[src/rtl/fcsl_pkg.sv]
// fcsl_pkg: widths, register indexes, reset values and the pipeline control
// struct shared by the crop, shift and low-pass unit and its scaler
// depends on nothing
package fcsl_pkg;

    // field and register widths
    localparam int ROW_W      = 10;
    localparam int COL_W      = 10;
    localparam int DATA_W     = 40;
    localparam int N_W        = 11;
    localparam int W_W        = 10;
    localparam int RAD_W      = 20;
    localparam int NORM_W     = 32;
    localparam int IDX_W      = 20;
    localparam int CFG_IDX_W  = 2;
    localparam int CFG_DATA_W = 32;

    // largest transform size the row count saturates to
    localparam int MAX_SIZE = 1024;

    // register reset values
    localparam logic [N_W-1:0]    RST_ROW_COUNT  = N_W'(1024);
    localparam logic [W_W-1:0]    RST_OUT_WIDTH  = W_W'(512);
    localparam logic [RAD_W-1:0]  RST_RADIUS_SQ  = RAD_W'(524288);
    localparam logic [NORM_W-1:0] RST_NORM       = NORM_W'(4096);

    // configuration register indexes
    typedef enum logic [CFG_IDX_W-1:0] {
        CFG_ROW_COUNT  = 2'd0,
        CFG_OUT_WIDTH  = 2'd1,
        CFG_RADIUS_SQ  = 2'd2,
        CFG_NORM       = 2'd3
    } t_cfg_idx;

    // stage load enables and the keep decision for the result stage
    typedef struct packed {
        logic ld2;
        logic ld3;
        logic ld4;
        logic pass;
    } t_stage_ctl;

endpackage

[src/rtl/fcsl_scale.sv]
// fcsl_scale: three-stage rounding scaler, value Q32.8 times factor Q0.32
// depends on fcsl_pkg (widths, t_stage_ctl)
module fcsl_scale
    import fcsl_pkg::*;
(
    input  logic                     i_clk,
    input  t_stage_ctl               i_ctl,
    input  logic signed [DATA_W-1:0] i_value,
    input  logic [NORM_W-1:0]        i_factor,
    output logic signed [DATA_W-1:0] o_value
);

    logic [DATA_W-1:0]        r_mag;
    logic                     r_neg2;
    logic [DATA_W-1:0]        r_prod_hi;
    logic [2*NORM_W-1:0]      r_prod_lo;
    logic                     r_neg3;
    logic signed [DATA_W-1:0] r_result;

    logic [DATA_W-1:0]        n_mag;
    logic [DATA_W-1:0]        n_prod_hi;
    logic [2*NORM_W-1:0]      n_prod_lo;
    logic [2*NORM_W:0]        n_lo_rnd;
    logic [DATA_W:0]          n_sum;
    logic [DATA_W:0]          n_sum_neg;
    logic [DATA_W-1:0]        n_result;

    // magnitude and sign
    assign n_mag = i_value[DATA_W-1] ? (~i_value + DATA_W'(1)) : i_value;

    // partial products: upper byte and lower word of the magnitude
    assign n_prod_hi = DATA_W'(r_mag[DATA_W-1:NORM_W]) * DATA_W'(i_factor);
    assign n_prod_lo = (2*NORM_W)'(r_mag[NORM_W-1:0]) * (2*NORM_W)'(i_factor);

    // round to nearest, ties away from zero, then restore the sign
    assign n_lo_rnd  = {1'b0, r_prod_lo} + (2*NORM_W+1)'(64'h8000_0000);
    assign n_sum     = {1'b0, r_prod_hi}
                     + {{(DATA_W-NORM_W){1'b0}}, n_lo_rnd[2*NORM_W:NORM_W]};
    assign n_sum_neg = ~n_sum + (DATA_W+1)'(1);
    assign n_result  = r_neg3 ? n_sum_neg[DATA_W-1:0] : n_sum[DATA_W-1:0];

    // stage registers
    always_ff @(posedge i_clk) begin
        if (i_ctl.ld2) begin
            r_mag  <= n_mag;
            r_neg2 <= i_value[DATA_W-1];
        end
        if (i_ctl.ld3) begin
            r_prod_hi <= n_prod_hi;
            r_prod_lo <= n_prod_lo;
            r_neg3    <= r_neg2;
        end
        if (i_ctl.ld4) begin
            r_result <= i_ctl.pass ? $signed(n_result) : '0;
        end
    end

    assign o_value = r_result;

endmodule

[config.mk]
export PLATFORM = sky130hd
export DESIGN_NAME = fcsl_scale
export DESIGN_NICKNAME = d
export VERILOG_FILES = /design/src/rtl/fcsl_pkg.sv /design/src/rtl/fcsl_scale.sv
export SDC_FILE = /design/constraint.sdc
export NUM_CORES = 2
export LEC_CHECK = 0
export ABC_AREA = 1
export BUFFER_PORTS_ARGS = -buffer_cell sky130_fd_sc_hd__buf_2
export CORE_MARGIN = 2
export CORE_UTILIZATION = 60
export CTS_BUF_LIST = sky130_fd_sc_hd__clkbuf_16
export CTS_CLUSTER_SIZE = 28
export DETAILED_ROUTE_END_ITERATION = 8
export GPL_TIMING_DRIVEN = 1
export PLACE_DENSITY_LB_ADDON = 0.25
export SLEW_MARGIN = 0
export SYNTH_ARGS = -nofsm -noshare
export SYNTH_HDL_FRONTEND = slang
export SYNTH_SLANG_ARGS = --single-unit
[constraint.sdc]
create_clock -name i_clk -period 11.48 [get_ports i_clk]
set_input_delay 0.574 -clock i_clk [delete_from_list [all_inputs] [get_ports i_clk]]
set_output_delay 0.574 -clock i_clk [all_outputs]
set_load 0.02 [all_outputs]
==> impl_metrics.toml <==
[detailed_routing]
drc = 0
wl_per_cell_um = 18.11
firstDrtPassIters = 6
drt_iter0_drc = 3571
antenna_left = 0
wirelength_um = 145500
vias = 42960
via_per_inst = 5.346

[synthesis]
yosysWarnings = 0
synth_top_area_share_pct = 40.78
post_synth_num_cell_types = 52
synth.avg_cell_area_sq_um = 7.620
synth-seq-cells = 155
synth_cells = 6931
synth_edf_count = 155
synth.most_common_cell = "inv_1"
synth_area_sq_um = 52820
yosysSeqAreaShare_pct = 8.812
synth_ff_type = "edfxtp_1"
synth_fp_nets = 8440
synth.area.top_cells = "fa_1 41%, inv_1 15%, nand2_1 13%"
synth_top_cell_by_area = "fa_1"
synthArstFlopShare_pct = 0
ys_top_cells_by_count = "2057 x inv_1, 1877 x nand2_1, 1076 x fa_1, 356 x ha_1, 288 x nor2_1"

[layout]
fin_nets = 8374
syn2layout_area_growth_pct = 3.996
drive_gt1_share_pct = 4.318
layout.filler_cells = 7815
multiInputGateArea_sq_um = 39420
register_area_sq_um = 4654
fin_cells = 8036

[clock_network]
clk_pin_slew_worst_paths_ns = 0.07
hold_buffers = 0
clock_latency_ns = 0.52
cts.sinks = 155
clockBufferDepth = 2
cts_root_buffer = "clkbuf_16"
cts_resized = 0
cts_setup_buffers = 0
numCtsBuffers = 17
cts_tree = "done"
htreeDepth = 4

[critical_path]
crit_fanout = 17
crit_arrival_ns = 8.10
cp-start-kind = "flip-flop"
path_class = "flip-flop to flip-flop"
end_kind = "flip-flop"
required_ns = 11.72

[global_routing]
grt_max_degree = 75
antenna_found_initial = 4
gr-total-overflow = 0
track_usage_pct = 33.92
grt_pass1_wl_um = 239500
grt_pass1_vias = 45830

[sta]
setup_viol = 0
slew-limit-headroom_pct = 21.78
finalCritPeriodShare_pct = 68.51
layout_min_cycle_time_ns = 7.865
tns_ns = 0
finalHoldViolations = 0
rsz0062_at_grt = "no"
tightest_slew_ns = 1.173
drv_slew = 0
fin_skew_ns = 0.02625
fmaxAchievable_ghz = 0.1271

[placed_design]
dp_hpwl_um = 115000
placed_cells = 8001
portBuffers = 116
globalplace.congestion = 0.9958

[die]
die_x_um = 300.7
rows = 108
ios = 117
dieArea_sq_um = 90420
start_util_pct = 60.69
die_y_um = 300.7
core_area_sq_um = 87020

[run_status]
status = "finished clean"

[run]
max_cap_violations = 0

[hold_path]
min_path_type = "input port to flip-flop"
## routing by layer
layer	vias to the layer above	part of all wire [%]	GRT usage [%]
li1	19680	-	-
met1	20930	40	45.33
met2	2010	48	56.67
met3	334	9.3	5.909
met4	2	3.0	10.42
met5	-	0.0048	0
## cells by family (layout without fill, tap and decap cells)
family / count (synthesis) / after routing / synth area share, %
adders and majority gates: 1432 / 1432 / 49.22
xor gates and xnor gates: 138 / 138 / 2.288
AOI/OAI and AO/OA: 425 / 425 / 4.461
other: 0 / 3 / 0
and+or+nand+nor: 2454 / 2454 / 18.68
buffers and inverters: 2327 / 2274 / 16.54
DFF: 155 / 155 / 8.812
## area by class of cell
| cell class | count | area share, % |
|---|---|---|
| multi-input cells | 4449 | 71.77 |
| inverters | 2068 | 14.13 |
| flip-flops and latches | 155 | 8.474 |
| well taps | 1155 | 2.631 |
| repair buffers | 174 | 1.850 |
| clock buffers | 17 | 0.7745 |
| clock inverters | 15 | 0.3508 |
| diodes | 3 | 0.01367 |
## registers in the layout, summed over array words and instances, names as in the netlist
name	flops
r_mag	40
r_prod_hi	40
r_neg2	1
r_neg3	1
r_prod_lo	33
o_value	40
## path summary, 6_finish.rpt
kind	slack, ns	from	endpoint	depth (start not counted)
min reg2reg	0.71	r_prod_hi[0]	o_value[0]	3
max	3.62	r_mag[26]	r_prod_lo[58]	23
max reg2reg	3.62	r_mag[26]	r_prod_lo[58]	23
min	0.28	i_value[0]	r_mag[0]	1
## metrics by stage
step / utilization [%] / cell area (sq um) / setup WS [ns] / hold slack, ns
global placement: 62.40 / 54300 / 3.467 / 0.6812
finish: 63.12 / 54930 / 3.615 / 0.2839
global route: 63.12 / 54930 / 3.335 / 0.2715
CTS: 63.11 / 54920 / 3.641 / 0.2505
detailed placement: 62.40 / 54300 / 3.413 / 0.6797
floorplan: - / 52820 / 4.734 / 0.4003
## worst max-delay path, cell delays in order (launching register included)
cell and delay, ns:
edfxtp_1 0.88, buf_4 0.39, nand2_1 0.13, fa_1 0.52, fa_1 0.52, fa_1 0.51
fa_1 0.52, inv_1 0.06, fa_1 0.57, fa_1 0.43, fa_1 0.49, inv_1 0.05
fa_1 0.47, inv_1 0.05, ha_1 0.34, a21oi_1 0.15, inv_1 0.07, a31oi_1 0.30
o21ai_0 0.27, nor2_1 0.15, inv_1 0.05, a21oi_1 0.32, o21ai_0 0.19, xor2_1 0.17
## layout by cell type, fill, tap and decap left out, drive strengths merged, types with 8 or more instances in the layout
master  instances
xor2           90
nand3b          8
inv          2075
a31oi          23
nand2        1907
a21oi         219
o21a           20
nor3           54
buf           174
nand3         126
clkbuf         17
o211ai          9
edfxtp        155
ha            356
fa           1076
nand4          31
a21o            9
xnor2          48
nor2          314
o21ai         120
Power is not shown: default switching activity piles up to over one toggle a cycle in this logic, so the estimate is an artifact.
